`config.mk`:
```
export PLATFORM = sky130hd
export DESIGN_NAME = sfp_div
export DESIGN_NICKNAME = d
export VERILOG_FILES = /design/src/rtl/sfp_pkg.sv /design/src/rtl/sfp_div.sv
export SDC_FILE = /design/constraint.sdc
export NUM_CORES = 1
export LEC_CHECK = 0
export BUFFER_PORTS_ARGS = -buffer_cell sky130_fd_sc_hd__clkbuf_2
export CORE_MARGIN = 2
export CORE_UTILIZATION = 53
export DETAILED_ROUTE_END_ITERATION = 6
export HOLD_SLACK_MARGIN = 0.12
export PLACE_DENSITY = 0.88
export SYNTH_ARGS = -nofsm -noshare
export SYNTH_HDL_FRONTEND = slang
export SYNTH_SLANG_ARGS = --single-unit
export TNS_END_PERCENT = 30
```
`constraint.sdc`:
```
create_clock -name clk -period 3.71 [get_ports clk]
set_input_delay 0.1855 -clock clk [delete_from_list [all_inputs] [get_ports clk]]
set_output_delay 0.1855 -clock clk [all_outputs]
set_load 0.02 [all_outputs]
```
`src/rtl/sfp_pkg.sv`:
```
// Types and constants of the starfield point projector.
package sfp_pkg;

    localparam logic [12:0] SCREEN_MAX = 13'd4096;
    localparam logic [31:0] LFSR_MASK  = 32'h8020_0003;
    localparam int          PIX_W      = 12;
    localparam int          DIVD_W     = 31;
    localparam int          DIVS_W     = 18;

    // Configuration register indexes
    localparam logic [1:0] CFG_SCREEN_WIDTH  = 2'd0;
    localparam logic [1:0] CFG_SCREEN_HEIGHT = 2'd1;
    localparam logic [1:0] CFG_SPREAD        = 2'd2;
    localparam logic [1:0] CFG_SPEED         = 2'd3;

    typedef enum logic [3:0] {
        ST_CLEAR,
        ST_IDLE,
        ST_REDUCE,
        ST_READ,
        ST_CHECK,
        ST_DRAW,
        ST_MUL,
        ST_DEPTH,
        ST_PMUL,
        ST_PCMP,
        ST_DIV,
        ST_FIN
    } state_t;

    typedef struct packed {
        logic        seeded;
        logic [24:0] x;
        logic [24:0] y;
        logic [16:0] z;
    } star_rec_t;

    typedef struct packed {
        logic              start;
        logic [DIVD_W-1:0] dividend;
        logic [DIVS_W-1:0] divisor;
    } div_req_t;

    typedef struct packed {
        logic             done;
        logic [PIX_W-1:0] quotient;
    } div_rsp_t;

endpackage

```
`src/rtl/sfp_div.sv`:
```
// Radix-2 restoring divider producing a pixel-wide quotient.
module sfp_div
    import sfp_pkg::*;
(
    input  logic     clk,
    input  logic     rst_n,
    input  div_req_t req,
    output div_rsp_t rsp
);

    localparam int DW = DIVS_W + PIX_W - 1;

    logic [DIVD_W-1:0] rem_reg;
    logic [DW-1:0]     den_reg;
    logic [PIX_W-1:0]  quo_reg;
    logic [3:0]        cnt_reg;
    logic              run_reg;
    logic              done_reg;
    logic              fits;

    assign fits = {{(DIVD_W-DW){1'b0}}, den_reg} <= rem_reg;

    // Control: count quotient bits, pulse done after the last one
    always_ff @(posedge clk or negedge rst_n)
    begin
        if (!rst_n)
        begin
            run_reg  <= 1'b0;
            done_reg <= 1'b0;
            cnt_reg  <= '0;
        end
        else
        begin
            done_reg <= 1'b0;
            if (req.start)
            begin
                run_reg <= 1'b1;
                cnt_reg <= 4'(PIX_W - 1);
            end
            else if (run_reg)
            begin
                if (cnt_reg == '0)
                begin
                    run_reg  <= 1'b0;
                    done_reg <= 1'b1;
                end
                else
                begin
                    cnt_reg <= cnt_reg - 4'd1;
                end
            end
        end
    end

    // Datapath: one trial subtract per cycle
    always_ff @(posedge clk)
    begin
        if (req.start)
        begin
            rem_reg <= req.dividend;
            den_reg <= {req.divisor, {(PIX_W-1){1'b0}}};
            quo_reg <= '0;
        end
        else if (run_reg)
        begin
            if (fits)
            begin
                rem_reg <= rem_reg - {{(DIVD_W-DW){1'b0}}, den_reg};
            end
            quo_reg <= {quo_reg[PIX_W-2:0], fits};
            den_reg <= den_reg >> 1;
        end
    end

    assign rsp.done     = done_reg;
    assign rsp.quotient = quo_reg;

endmodule

```
==> summary.md, run 1 <==
| Metric | Value |
|---|---|
| Sequential power share | `0.299` |
| Slowest stage delay, CP | `0.40 ns` |
| H-tree levels | `3` |
| Outcome | `finished clean` |
| Post-synth top cells | `nand2_1, edfxtp_1, nor2_1` |
| Post-Layout Cell Count | `768` |
| Final GP Congestion | `0.910` |
| Overflow after GRT | `0` |
| Critical Path AT | `2.88 ns` |
| Number of synthesized flops with an enable pin | `49` |
| CP max FO | `19` |
| Sw Ratio | `0.422` |
| Number of global-route vias before repair | `4189` |
| Mean Syn Cell Area | `9.09 um2` |
| Core ar. | `9240 um2` |
| Final setup skew | `0.00973 ns` |
| Slew Viols, Final | `0` |
| Layout cells sized above 1 | `0.150` |
| CP Capture Type | `flop` |
| Root buffer cell | `clkbuf_8` |
| Cell Chain, Critical Path | `ha_1, nor2_1, a211o_1, a311oi_4, a211oi_2, nor3_1, o32ai_1, o21ai_2, buf_4` |
| Net Switching | `1.83 mW` |
| Largest net degree at the start of global routing | `116` |
| Worst vdd ir | `0.000391 V` |
| Layout area overhead | `18.8%` |
| Crit path max-delay family | `compound AO/OA/AOI/OAI gates` |
| Vias/cell | `5.66` |
| Synth area leaders | `edfxtp_1, dfxtp_1, ha_1` |
| Final WL | `11500 um` |
| Routed Antenna Nets | `0` |
| Antenna Cells | `0` |
| Total leakage power | `2.70 nW` |
| CTS tree | `built` |
| Mapped Area | `5040 um2` |
| CTS max path bufs | `2` |
| DRT iter0 DRCs | `317` |
| Syn_nets | `639` |
| Yosys synthesis warning count | `0` |
| Fmax | `353 MHz` |
| Worst Path Buf+Inv | `1` |
| Cell Pwr Density | `724 nW/um2` |
| Slew headroom | `0.310` |
| Max reg flops | `31` |
| Vias | `4349` |
| Ys flop type | `edfxtp_1` |
| Slew @ Worst Pin | `1.04 ns` |
| Worst skew pair latency | `0.36 ns` |
| # resized after CTS | `0` |
| First-pass DRT Iterations | `5` |
| Post-layout minimum cycle time | `2.83 ns` |
| Most frequent cell after synthesis | `nand2_1` |
| Initial Utilization | `0.546` |
| MaxCap Viol Count | `0` |
| Cell taking the most area after synthesis | `edfxtp_1` |
| Comb pwr share | `0.540` |
| Gate Count Post-Synth | `555` |
| CP startpoint kind | `flop` |
| Drt wl/cell | `15.0 um` |
| # port buffers | `64` |
| First-pass GRT wire length | `18900 um` |
| Initial antenna violation count | `0` |
| Total CTS buffers | `9` |
| Placed cells | `716` |
| Die H | `102 um` |
| Post-synthesis sequential area ratio | `0.413` |
| Layout Nets | `718` |
| Worst setup path class | `reg2reg` |
| RSZ-0062 raised after global routing | `no` |
| Critical Path RT | `3.75 ns` |
| TNS Setup | `0 ns` |
| TritonCTS Sinks | `78` |
| IO Pins | `65` |
| Fill cell count | `737` |
| Yosys reg bits | `78` |
| Slowest cell on crit path | `ha_1` |
| Final Hold Fails | `0` |
| Die area | `10300 um2` |
| Class of the worst hold path | `in2reg` |
| DR DRC count | `0` |
| GRT Util Overall | `0.232` |
| Setup Viol. Count Final | `0` |
| Top cell type's share of synthesized area | `0.292` |
| P_int | `2.51 mW` |
| Yosys cell types | `62` |
| DP Wirelength | `8180 um` |
| Post-synth ARST share | `0.0769` |
| CTS clk-pin slew, worst paths | `0.08 ns` |
| Tot Pwr | `4.34 mW` |
| # rows | `35` |
| Clock network fraction of design power | `0.161` |
| Period utilization | `0.764` |
| Die Wd | `102 um` |
-- layer usage --
| metal | track usage | vias to the layer above | wire (um) |
|---|---|---|---|
| met5 | 0 | - | 0 |
| met4 | 0.0769 | 0 | 148 |
| met3 | 0.0552 | 19 | 710 |
| met2 | 0.392 | 153 | 5630 |
| met1 | 0.292 | 2034 | 5040 |
| li1 | - | 2143 | - |
-- power groups by stage --
| stage | registers (mW) | logic, mW | clock network [mW] |
|---|---|---|---|
| after floorplan | 1.30 | 1.77 | 0 |
| after global placement | 1.30 | 2.18 | 0 |
| after CTS | 1.30 | 2.31 | 0.706 |
| after detailed placement | 1.32 | 2.26 | 0 |
| final | 1.30 | 2.34 | 0.698 |
| after global routing | 1.32 | 2.58 | 0.742 |
-- path summary, 6_finish.rpt --
path                        startpoint           to  slack, ns  cells past startpoint
max in group asynchronous        rst_n      run_reg       3.40                      2
min reg2reg                quo_reg[11]  quo_reg[11]       0.51                      2
max                         rem_reg[2]   rem_reg[6]       0.88                      9
min                            req[24]   rem_reg[6]       0.11                      3
min in group asynchronous        rst_n   cnt_reg[0]       0.16                      2
max reg2reg                 rem_reg[2]   rem_reg[6]       0.88                      9
-- stage by stage --
stage | hold slack [ns] | setup WS [ns] | instance area (um2) | utilization
final | 0.114 | 0.877 | 6000 | 0.649
after CTS | 0.123 | 0.900 | 6000 | 0.649
after floorplan | -0.110 | 0.0496 | 5040 | -
after global routing | 0.127 | 0.731 | 6000 | 0.649
after detailed placement | 0.0202 | 0.923 | 5420 | 0.586
after global placement | 0.0140 | 1.01 | 5420 | 0.586
-- timing repair --
action / 4_1_cts / 5_1_grt
hold buffers: 36 / 0
hold endpoints to repair: 41 / 0
buffers inserted: 0 / 0
endpoints found under the setup margin: 0 / 0
-- cell usage in the layout, fill, tap and decap left out, types with 17 or more instances in the layout --
| cell type | instances |
|---|---|
| dlygate4sd3_1 | 36 |
| ha_1 | 31 |
| nor2_1 | 46 |
| o31ai_1 | 18 |
| nand2_1 | 70 |
| a21oi_1 | 32 |
| o21ai_1 | 17 |
| inv_1 | 40 |
| clkbuf_2 | 63 |
| o21ai_0 | 22 |
| dfxtp_1 | 23 |
| edfxtp_1 | 49 |
| mux2i_1 | 23 |
-- worst register-to-register path, delay by kind of cell (launching register included) --
family,cells,cell delay [ns]
AOI/OAI and AO/OA,5,1.13
adders and majority gates,1,0.40
DFF,1,0.38
buffers and inverters,1,0.31
and+or+nand+nor,2,0.27
-- cell families after synthesis --
logic type | count (synthesis) | share of synthesized area
AND/OR/NAND/NOR | 169 | 0.153
AO/OA/AOI/OAI | 150 | 0.201
flip-flops | 78 | 0.413
buffers and inverters | 76 | 0.0583
adder cells (fa/ha/maj) | 32 | 0.0809
XOR/XNOR | 25 | 0.0434
multiplexers | 25 | 0.0508
-- final cells by class --
type	instances	area (um2)	share of cell area
Clock buffer	11	153	0.0255
Clock inverter	5	63.8	0.0106
Inverter	40	150	0.0250
Multi-Input combinational cell	401	2670	0.446
Sequential cell	78	2080	0.347
Tap cell	129	161	0.0269
Timing Repair Buffer	104	713	0.119
No activity file was read; power rests on OpenSTA's default activity.
==> inputs of run 2 (changes only) <==
--- a/config.mk
+++ b/config.mk
@@ -7,10 +7,10 @@
 export LEC_CHECK = 0
 export BUFFER_PORTS_ARGS = -buffer_cell sky130_fd_sc_hd__clkbuf_2
 export CORE_MARGIN = 2
-export CORE_UTILIZATION = 53
+export CORE_UTILIZATION = 59
 export DETAILED_ROUTE_END_ITERATION = 6
 export HOLD_SLACK_MARGIN = 0.12
-export PLACE_DENSITY = 0.88
+export PLACE_DENSITY = 0.92
 export SYNTH_ARGS = -nofsm -noshare
 export SYNTH_HDL_FRONTEND = slang
 export SYNTH_SLANG_ARGS = --single-unit
==> constraint.sdc (replaced) <==
create_clock -name clk -period 2.8 [get_ports clk]
set_input_delay 0.14 -clock clk [delete_from_list [all_inputs] [get_ports clk]]
set_output_delay 0.14 -clock clk [all_outputs]
set_load 0.02 [all_outputs]
==> summary.md, run 2 (synthesis results as in run 1) <==
| Metric | Value |
|---|---|
| Sequential power share | `0.291` |
| Fmax | `370 MHz` |
| Period utilization | `0.966` |
| Largest net degree at the start of global routing | `60` |
| Overflow after GRT | `0` |
| Post-route cell area | `6180 um2` |
| Total leakage power | `2.80 nW` |
| P_int | `3.43 mW` |
| Layout area overhead | `22.5%` |
| H-tree levels | `3` |
| Worst skew pair latency | `0.36 ns` |
| Class of the worst hold path | `in2async` |
| Die area | `9310 um2` |
| Root buffer cell | `clkbuf_8` |
| # port buffers | `64` |
| Die H | `96.5 um` |
| Sw Ratio | `0.422` |
| Worst vdd ir | `0.000487 V` |
| Number of global-route vias before repair | `4420` |
| Initial antenna violation count | `0` |
| TritonCTS Sinks | `78` |
| Final Hold Fails | `0` |
| # rows | `33` |
| IO Pins | `65` |
| Routed Antenna Nets | `0` |
| Core ar. | `8260 um2` |
| DP Wirelength | `8570 um` |
| Slew Viols, Final | `0` |
| Hold WS | `0.128 ns` |
| Slowest stage delay, CP | `0.39 ns` |
| Slowest cell on crit path | `dfxtp_1` |
| Slew headroom | `0.439` |
| Cell Chain, Critical Path | `inv_1, ha_4, nor2_1, a211o_1, a311oi_4, buf_4, a41o_2, a31oi_1, xor2_1, mux2_4` |
| TNS Setup | `0 ns` |
| DR DRC count | `0` |
| Clock network fraction of design power | `0.149` |
| CP Capture Type | `flop` |
| Layout cells sized above 1 | `0.166` |
| Tot Pwr | `5.94 mW` |
| Setup Viol. Count Final | `0` |
| DRT iter0 DRCs | `377` |
| Vias | `4512` |
| Vias/cell | `5.93` |
| Slew @ Worst Pin | `0.839 ns` |
| Drt wl/cell | `16.8 um` |
| GRT Util Overall | `0.283` |
| First-pass DRT Iterations | `5` |
| Initial Utilization | `0.611` |
| Layout Nets | `735` |
| Net Switching | `2.50 mW` |
| Max reg flops | `31` |
| Critical Path RT | `2.91 ns` |
| Most frequent cells in the layout | `nand2_1, clkbuf_2, edfxtp_1, nor2_1, dlygate4sd3_1` |
| CTS max path bufs | `2` |
| Fill cell count | `590` |
| Most common cell after layout, fill and taps aside | `nand2_1` |
| Outcome | `finished clean` |
| Final setup skew | `0.0106 ns` |
| Cell Pwr Density | `960 nW/um2` |
| CP startpoint kind | `flop` |
| First-pass GRT wire length | `20300 um` |
| Final WL | `12800 um` |
| CTS tree | `built` |
| MaxCap Viol Count | `0` |
| Worst Path Buf+Inv | `2` |
| CP max FO | `6` |
| Comb pwr share | `0.560` |
| Total CTS buffers | `9` |
| Final GP Congestion | `0.907` |
| CTS clk-pin slew, worst paths | `0.08 ns` |
| Antenna Cells | `0` |
| Critical Path AT | `2.82 ns` |
| Worst setup path class | `reg2reg` |
| Post-place instance area | `5490 um2` |
| Crit path max-delay family | `compound AO/OA/AOI/OAI gates` |
| Die Wd | `96.5 um` |
| Post-layout minimum cycle time | `2.70 ns` |
-- run 2: changes by cell type in the layout (fill, tap and decap cells not counted), moves of 2 or more --
cell           before  now
inv_6               2    0
buf_12              0    2
dlygate4sd3_1      36   45
clkbuf_8            9   11
buf_4               5   11
-- run 2: repair_timing --
item                       CTS  global route
hold endpoints to repair    50             0
setup buffers                0             1
setup endpoints to repair    0            35
resized for setup            0             6
hold buffers                45             0
-- run 2: power by group through the flow --
| stage | sequential (mW) | clock [mW] | combinational [mW] |
|---|---|---|---|
| 2_1_floorplan | 1.72 | 0 | 2.36 |
| 3_3_place_gp | 1.73 | 0 | 2.98 |
| 3_5_place_dp | 1.75 | 0 | 3.09 |
| 4_1_cts | 1.72 | 0.894 | 3.17 |
| 5_1_grt | 1.74 | 0.935 | 3.63 |
| 6_report | 1.72 | 0.886 | 3.33 |
-- run 2: through the flow --
step            util  std cells  worst slack (ns)
5_1_grt        0.748        761           -0.0115
3_5_place_dp   0.664        699            0.0767
4_1_cts        0.744        760            0.0598
3_3_place_gp   0.664        699             0.193
2_1_floorplan      -        555           0.00371
6_report       0.748        761            0.0954
-- run 2: final cells by class --
cell class / instances / area (um2) / area share
flip-flops and latches: 78 / 2080 / 0.337
inverters: 40 / 150 / 0.0243
repair buffers: 121 / 888 / 0.144
clock buffers: 13 / 159 / 0.0257
multi-input cells: 401 / 2730 / 0.441
clock inverters: 3 / 45.0 / 0.00729
well taps: 105 / 131 / 0.0213
-- run 2: path summary, 6_finish.rpt --
check | from | end | slack, ns | cells after the start
worst max register to register | den_reg[2] | rem_reg[29] | 0.1 | 10
worst max-delay path | den_reg[2] | rem_reg[29] | 0.1 | 10
worst min-delay path | rst_n | done_reg | 0.13 | 2
max in group asynchronous | rst_n | cnt_reg[0] | 2.52 | 2
min in group clk | req[48] | rem_reg[30] | 0.16 | 3
worst min register to register | den_reg[0] | den_reg[0] | 0.51 | 2
-- run 2: per-layer routing --
layer  up-vias  routed length [um]  track usage
met1      2136                5170        0.345
met3        22                 809       0.0458
met5         -                   0            0
li1       2174                   -            -
met4         0                 252        0.113
met2       180                6560        0.501
